<file path="src/hdl/tscc_pkg.sv">
`default_nettype none

package tscc_pkg;

	localparam logic [12:0] NULL_PID = 13'h1FFF;
	localparam logic [7:0] DUP_LIMIT = 8'd2;
	localparam logic [7:0] DUP_MAX = 8'd255;
	localparam int QDEPTH = 2;

	// Error kinds reported with each word.
	localparam logic [1:0] ERR_NONE       = 2'd0;
	localparam logic [1:0] ERR_DUP        = 2'd1;
	localparam logic [1:0] ERR_NO_PAYLOAD = 2'd2;
	localparam logic [1:0] ERR_MISSING    = 2'd3;

	// Configuration register indexes.
	localparam logic [1:0] CFG_GENERATOR_MODE = 2'd0;
	localparam logic [1:0] CFG_FIX_ENABLE     = 2'd1;
	localparam logic [1:0] CFG_REPLICATE_DUPS = 2'd2;

	typedef struct packed {
		logic [12:0] pid;
		logic        pid_enabled;
		logic [3:0]  cc_in;
		logic        payload_present;
		logic        discontinuity_flag;
		logic [31:0] content_digest;
		logic        may_modify;
	} item_t;

	typedef struct packed {
		logic        processed;
		logic [3:0]  cc_out;
		logic        discontinuity_out;
		logic        packet_changed;
		logic [1:0]  error_kind;
		logic [3:0]  missing_count;
		logic [7:0]  duplicate_run;
		logic        all_ok;
		logic [31:0] error_total;
		logic [31:0] fix_total;
	} result_t;

	// Queue entry: the header plus the front's classification.
	typedef struct packed {
		logic  processed;
		item_t item;
	} qent_t;

	typedef struct packed {
		logic generator_mode;
		logic fix_enable;
		logic replicate_duplicates;
	} cfg_t;

	typedef enum logic {
		BK_FETCH,
		BK_EXEC
	} back_state_t;

	function automatic logic [3:0] cc_next(input logic [3:0] cc, input logic payload);
		return payload ? cc + 4'd1 : cc;
	endfunction

endpackage

`default_nettype wire

</file>
<file path="src/hdl/tscc_front.sv">
`default_nettype none

// Classifies incoming headers and holds them in a two-entry queue.
module tscc_front #(
	parameter int PID_COUNT = 8192
) (
	input  wire logic           clk,
	input  wire logic           arst_n,
	input  wire logic           push,
	input  wire tscc_pkg::item_t item,
	output logic                full,
	output logic                q_valid,
	output tscc_pkg::qent_t     q_entry,
	input  wire logic           pop
);

	tscc_pkg::qent_t slot_q [tscc_pkg::QDEPTH];
	logic            wr_ptr_q;
	logic            rd_ptr_q;
	logic [1:0]      cnt_q;
	logic            processed;

	// A header is processed only for an enabled, in-range, non-null PID.
	assign processed = (item.pid != tscc_pkg::NULL_PID) && (int'(item.pid) < PID_COUNT)
		&& item.pid_enabled;

	assign full    = (cnt_q == 2'(tscc_pkg::QDEPTH));
	assign q_valid = (cnt_q != 2'd0);
	assign q_entry = slot_q[rd_ptr_q];

	always_ff @(posedge clk) begin
		if (push) begin
			slot_q[wr_ptr_q] <= '{processed: processed, item: item};
		end
	end

	always_ff @(posedge clk or negedge arst_n) begin
		if (!arst_n) begin
			wr_ptr_q <= 1'b0;
			rd_ptr_q <= 1'b0;
			cnt_q    <= 2'd0;
		end else begin
			if (push) begin
				wr_ptr_q <= ~wr_ptr_q;
			end
			if (pop) begin
				rd_ptr_q <= ~rd_ptr_q;
			end
			case ({push, pop})
				2'b10:   cnt_q <= cnt_q + 2'd1;
				2'b01:   cnt_q <= cnt_q - 2'd1;
				default: cnt_q <= cnt_q;
			endcase
		end
	end

endmodule

`default_nettype wire

</file>
<file path="config.mk">
export PLATFORM = sky130hd
export DESIGN_NAME = tscc_front
export DESIGN_NICKNAME = d
export VERILOG_FILES = /design/src/hdl/tscc_pkg.sv /design/src/hdl/tscc_front.sv
export SDC_FILE = /design/constraint.sdc
export NUM_CORES = 1
export LEC_CHECK = 0
export BUFFER_PORTS_ARGS = -buffer_cell sky130_fd_sc_hd__buf_2
export CAP_MARGIN = 25
export CORE_MARGIN = 2
export CORE_UTILIZATION = 35
export DETAILED_ROUTE_END_ITERATION = 10
export SYNTH_ARGS = -nofsm -noshare
export SYNTH_HDL_FRONTEND = slang
export SYNTH_SLANG_ARGS = --single-unit
</file>
<file path="constraint.sdc">
create_clock -name clk -period 4.78 [get_ports clk]
set_clock_uncertainty 0.05 [all_clocks]
set_input_delay 0.478 -clock clk [delete_from_list [all_inputs] [get_ports clk]]
set_output_delay 0.478 -clock clk [all_outputs]
set_load 0.01 [all_outputs]
</file>
==> metrics.cfg, run 1 <==
[sta]
rsz0062_at_grt = no
finalCritPeriodShare = 0.501
hold_slack_ps = 281
fin_tns_setup_ps = 0
max_freq_mhz = 418
setup_viol = 0
slew_headroom = 0.392
hold_violations = 0
worst_pin_slew_ps = 910
report.final.slew_viol_count = 0
fin_crit_ps = 2390

[yosys]
yosysUniqueCellTypes = 18
syn-cell-area_sq_um = 4370
yosysWarnings = 0
netlist_instances = 189
seq_area_frac_synth = 0.766
syn-num-nets = 247
yosysMostFrequentCell = edfxtp_1
synthArstFlopShare = 0.0357
synth_top_area_frac = 0.743
netlist_top_cells_area = edfxtp_1 74%, mux2_4 17%, buf_12 2.3%
synth_common_cells = 108 x edfxtp_1, 49 x mux2_4, 5 x buf_12, 5 x mux2_2, 4 x dfrtp_1
ys_ff_latch = 112
avgSynthCellArea_sq_um = 23.1
synth_largest_area_cell = edfxtp_1
ys.flop_type = edfxtp_1
synth-edff-count = 108

[worst_setup_path]
path_class = reg -> out
arrival_ps = 1870
cp.required_ps = 4250
cp-start-kind = flop
critPathCaptureType = output port
crit_fanout = 34

[global_route]
grt_overflow = 0
grt_use_total = 0.109
grt_max_degree = 56
grt_pass1_vias = 2152
use_met1 = 0.134
top_usage_layer = met2
antenna_found_initial = 1
grt_pass1_wl_mm = 10.8
met3_usage = 0.0434
grt.met2_usage = 0.175

[clocking]
insertion_delay_ps = 330
htree_levels = 3
cts_sinks = 112
tritoncts = done
cts.repair.resized = 0
clockBufferDepth = 2
ctsRootBufferMaster = clkbuf_16
cts_buffers = 9
clkTransAtPathRegs_ps = 70

[power_and_ir_drop]
swShare = 0.271
clock_power_share = 0.244
switching_power_w = 0.000844
internal_power_w = 0.00228
seqPwrFrac = 0.453
power_leakage_nw = 2.15
ir_drop_v = 0.000322
p_comb_frac = 0.303
pwr_density_cell_nw_per_um2 = 578

[detailed_routing]
wl_per_cell_microns = 14.9
wl_mm = 7.21
ant_nets = 0
via_per_inst = 4.32
drc_errors = 0
dr.first_iter.drc_count = 62
via_count = 2089
dr.pass1.iters = 4

[placement]
place_hpwl_mm = 4.72
place.gp.congestion = 0.714
placed_area_sq_um = 5050
io_buffers = 112

[final_layout]
fin_nets = 368
n_fill_cell = 1091
syn2layout_area_growth_pct = 23.6
seqCellArea_sq_um = 3350
drive_gt1_frac = 0.587
multiInputGateArea_sq_um = 916
utilization = 0.446
fin_area_sq_um = 5400

[job]
max_cap_viol_count = 0

[die]
core_area_sq_um = 12100
die_area_sq_um = 13400
die_w_microns = 116
io_pins = 113
num_rows = 40
fp.dieH_microns = 116
initial_utilization = 0.360

[outcome]
outcome = completed

[worst_hold_path]
hold_class = in -> reg

## area by class of cell
cell class	count	area share
inverter	1	0.000695
antenna	1	0.000464
clock inverter	4	0.0127
timing repair buffer	116	0.114
multi-input combinational	70	0.170
tap	168	0.0389
sequential	112	0.620
clock buffer	12	0.0438
## through the flow
| step | setup slack, ps | instances | power (W) |
|---|---|---|---|
| 6_report | 2390 | 484 | 0.00312 |
| 5_1_grt | 2300 | 483 | 0.00328 |
| 4_1_cts | 2160 | 482 | 0.00316 |
| 3_5_place_dp | 2480 | 465 | 0.00239 |
| 3_3_place_gp | 2510 | 465 | 0.00238 |
| 2_1_floorplan | 1460 | 189 | 0.00214 |
## registers in the layout, summed over array words and instances (netlist names)
register / count
cnt_q: 2
rd_ptr_q: 1
slot_q: 108
wr_ptr_q: 1
## timing repair
action                                 4_1_cts  5_1_grt
hold buffers                                 1        0
buffers inserted                             0        0
endpoints found under the hold margin        4        0
## layer usage
metal  wire length (microns)  up-vias
met5                       0        -
met2                    3390       71
met4                      78        0
met3                     581        6
met1                    3150     1029
li1                        -      983
## worst max-delay path, cell delays in order (launching register included)
cell and delay (ps):
dfrtp_4 710, buf_16 300, mux2_2 370, buf_2 140
## worst paths after layout
| check | startpoint | end | slack, ps | cells after the start |
|---|---|---|---|---|
| worst max-delay path | rd_ptr_q | q_entry[0] | 2390 | 3 |
| max in group asynchronous | arst_n | rd_ptr_q | 4120 | 2 |
| min in group asynchronous | arst_n | cnt_q[1] | 430 | 2 |
| worst min register to register | cnt_q[1] | cnt_q[1] | 450 | 1 |
| worst max register to register | wr_ptr_q | slot_q[0][26] | 2740 | 2 |
| worst min-delay path | item[16] | slot_q[1][16] | 280 | 1 |
## placed cells by master, fill, tap and decap left out, drive strengths merged
master	Yosys	layout
diode	0	1
inv	1	1
dlygate4sd3	0	1
nor2	2	2
clkbuf	0	12
xor2	3	3
and2	1	1
nand4	2	2
mux2	54	54
nand3	1	1
ha	1	1
xnor2	2	2
clkinv	0	2
or2	1	1
nor2b	1	1
buf	6	115
edfxtp	108	108
dfrtp	4	4
bufinv	0	2
o41a	1	1
nand2	1	1
## power by group through the flow
stage	combinational [W]	sequential, W	clock [W]
2_1_floorplan	0.000769	0.00138	0
3_3_place_gp	0.000873	0.00151	0
3_5_place_dp	0.000876	0.00152	0
4_1_cts	0.000879	0.00150	0.000785
5_1_grt	0.00102	0.00143	0.000831
6_report	0.000945	0.00141	0.000761
## cells by family after synthesis
| group | count (synthesis) | synth area share |
|---|---|---|
| buffers and inverters | 7 | 0.0264 |
| adder cells (fa/ha/maj) | 1 | 0.00287 |
| AO/OA/AOI/OAI | 1 | 0.00258 |
| flip-flops | 112 | 0.766 |
| XOR/XNOR | 5 | 0.0100 |
| AND/OR/NAND/NOR | 9 | 0.0109 |
| multiplexers | 54 | 0.181 |
Power figures use the tool's default switching activity.
==> run 2, diff against run 1 <==
- clock period: 4.78 -> 2.15 ns (I/O delays scaled with it)
==> metrics.cfg, run 2 (synthesized netlist as in run 1, its figures left out) <==
[die]
die_w_microns = 116  ; unchanged
core_area_sq_um = 12100  ; unchanged
die_area_sq_um = 13400  ; unchanged
io_pins = 113  ; unchanged
fp.dieH_microns = 116  ; unchanged
initial_utilization = 0.360  ; unchanged
num_rows = 40  ; unchanged

[power_and_ir_drop]
pwr_density_cell_nw_per_um2 = 1290  ; +120%
switching_power_w = 0.00192  ; +130%
swShare = 0.273  ; +0.00201
internal_power_w = 0.00513  ; +130%
ir_drop_v = 0.000746  ; +130%
power_leakage_nw = 2.19  ; +2.3%
seqPwrFrac = 0.438  ; -0.015
clock_power_share = 0.244  ; about the same
p_comb_frac = 0.318  ; +0.015

[job]
max_cap_viol_count = 0  ; unchanged

[detailed_routing]
dr.first_iter.drc_count = 96  ; +55%
wl_per_cell_microns = 15.0  ; +0.50%
via_per_inst = 4.32  ; +0.16%
via_count = 2114  ; +1.2%
dr.pass1.iters = 4  ; unchanged
ant_nets = 0  ; unchanged
wl_mm = 7.32  ; +1.5%
drc_errors = 0  ; unchanged

[final_layout]
top_register = slot_q
fin_area_sq_um = 5490  ; +1.6%
utilization = 0.453  ; +0.00734
largest_reg_flops = 108  ; unchanged
syn2layout_area_growth_pct = 25.7
n_antenna_cell = 0  ; -1
final_cell_mix = 112 x buf_2, 108 x edfxtp_1, 49 x mux2_4
top_regs = slot_q: 108 flops, cnt_q: 2 flops
drive_gt1_frac = 0.601  ; +0.0139
fin_nets = 375  ; +1.9%
final_common_cell = buf_2

[sta]
slew_headroom = 0.660  ; +0.269
rsz0062_at_grt = no
hold_violations = 0  ; unchanged
final.setup.worst_slack_ps = 230  ; -2160 ps
hold_slack_ps = 15.7  ; -265 ps
finalCritPeriodShare = 0.893
worst_pin_slew_ps = 508  ; -402 ps
report.final.slew_viol_count = 0  ; unchanged
fin_crit_ps = 1920
setup_viol = 0  ; unchanged
fin_tns_setup_ps = 0  ; unchanged
max_freq_mhz = 521

[placement]
placed_area_sq_um = 5150  ; +1.9%
dp_slack_ps = 560  ; -1920 ps
io_buffers = 112  ; unchanged
place_hpwl_mm = 4.98  ; +5.5%
place.gp.congestion = 0.709  ; -0.76%

[worst_setup_path]
cp-start-kind = flop
path_class = reg -> out
crit_fanout = 15  ; -56%
critPathCaptureType = output port
arrival_ps = 1650  ; -220 ps
cp_slowest_cell = dfrtp_4
cpPeakStageDelay_ps = 600  ; -110 ps
path_cells = buf_4 -> mux2_4 -> buf_2
cp.required_ps = 1880  ; -2370 ps

[clocking]
htree_levels = 3  ; unchanged
clkTransAtPathRegs_ps = 70  ; about the same
ctsRootBufferMaster = clkbuf_16
cts_sinks = 112  ; unchanged
clockBufferDepth = 2  ; unchanged
post_cts_buffers = 0  ; unchanged
cts_buffers = 9  ; unchanged
insertion_delay_ps = 330  ; about the same
tritoncts = done

[global_route]
grt_overflow = 0  ; unchanged
antenna_found_initial = 0  ; -1
grt_pass1_vias = 2194  ; +2.0%
grt_pass1_wl_mm = 11.0  ; +2.0%
grt_max_degree = 34  ; -39%
grt_use_total = 0.111  ; +0.00165

[worst_hold_path]
hold_class = in -> reg

[outcome]
outcome = completed

[run 2: layout make-up]
class | instances | area, sq um
clock inverter | 6 | 83.8
inverter | 1 | 3.75
multi-input combinational | 70 | 916
fill | 1102 | 6630
sequential | 112 | 3350
timing repair buffer | 123 | 701
clock buffer | 9 | 225
tap | 168 | 210
[run 2: what timing repair did]
item / CTS / global route
endpoints found under the setup margin: 0 / 0
hold endpoints to repair: 8 / 0
hold buffers: 3 / 0
resized for setup: 0 / 0
[run 2: final timing paths]
path	startpoint	to	slack (ps)	cells past startpoint
setup reg to reg	wr_ptr_q	slot_q[0][9]	670	2
max in group asynchronous	arst_n	rd_ptr_q	1750	2
hold reg to reg	cnt_q[1]	cnt_q[1]	440	1
setup / recovery	rd_ptr_q	q_entry[8]	230	3
hold / removal	item[18]	slot_q[1][18]	20	1
min in group asynchronous	arst_n	rd_ptr_q	160	2
[run 2: metal layers]
layer | vias to the layer above | share of wire | GRT usage
met1 | 1038 | 0.44 | 0.138
met3 | 8 | 0.058 | 0.0319
met2 | 69 | 0.49 | 0.178
li1 | 999 | - | -
met5 | - | 0 | 0
met4 | 0 | 0.014 | 0.0548
[run 2: through the flow]
step                power (W)  cells
floorplan             0.00476    189
global placement      0.00542    471
detailed placement    0.00544    471
CTS                   0.00719    489
global route          0.00742    489
finish                0.00706    489
[run 2: power by group through the flow]
stage	Combinational [W]	Clock (W)	Sequential, W
after floorplan	0.00171	0	0.00305
after global placement	0.00229	0	0.00313
after detailed placement	0.00230	0	0.00315
after CTS	0.00231	0.00178	0.00310
after global routing	0.00242	0.00186	0.00314
final	0.00224	0.00172	0.00309
[run 2: critical path, delay by kind of cell, from the launching register on]
kind	cells	cell delay, ps
flops	1	600
buf+inv	2	400
mux	1	310
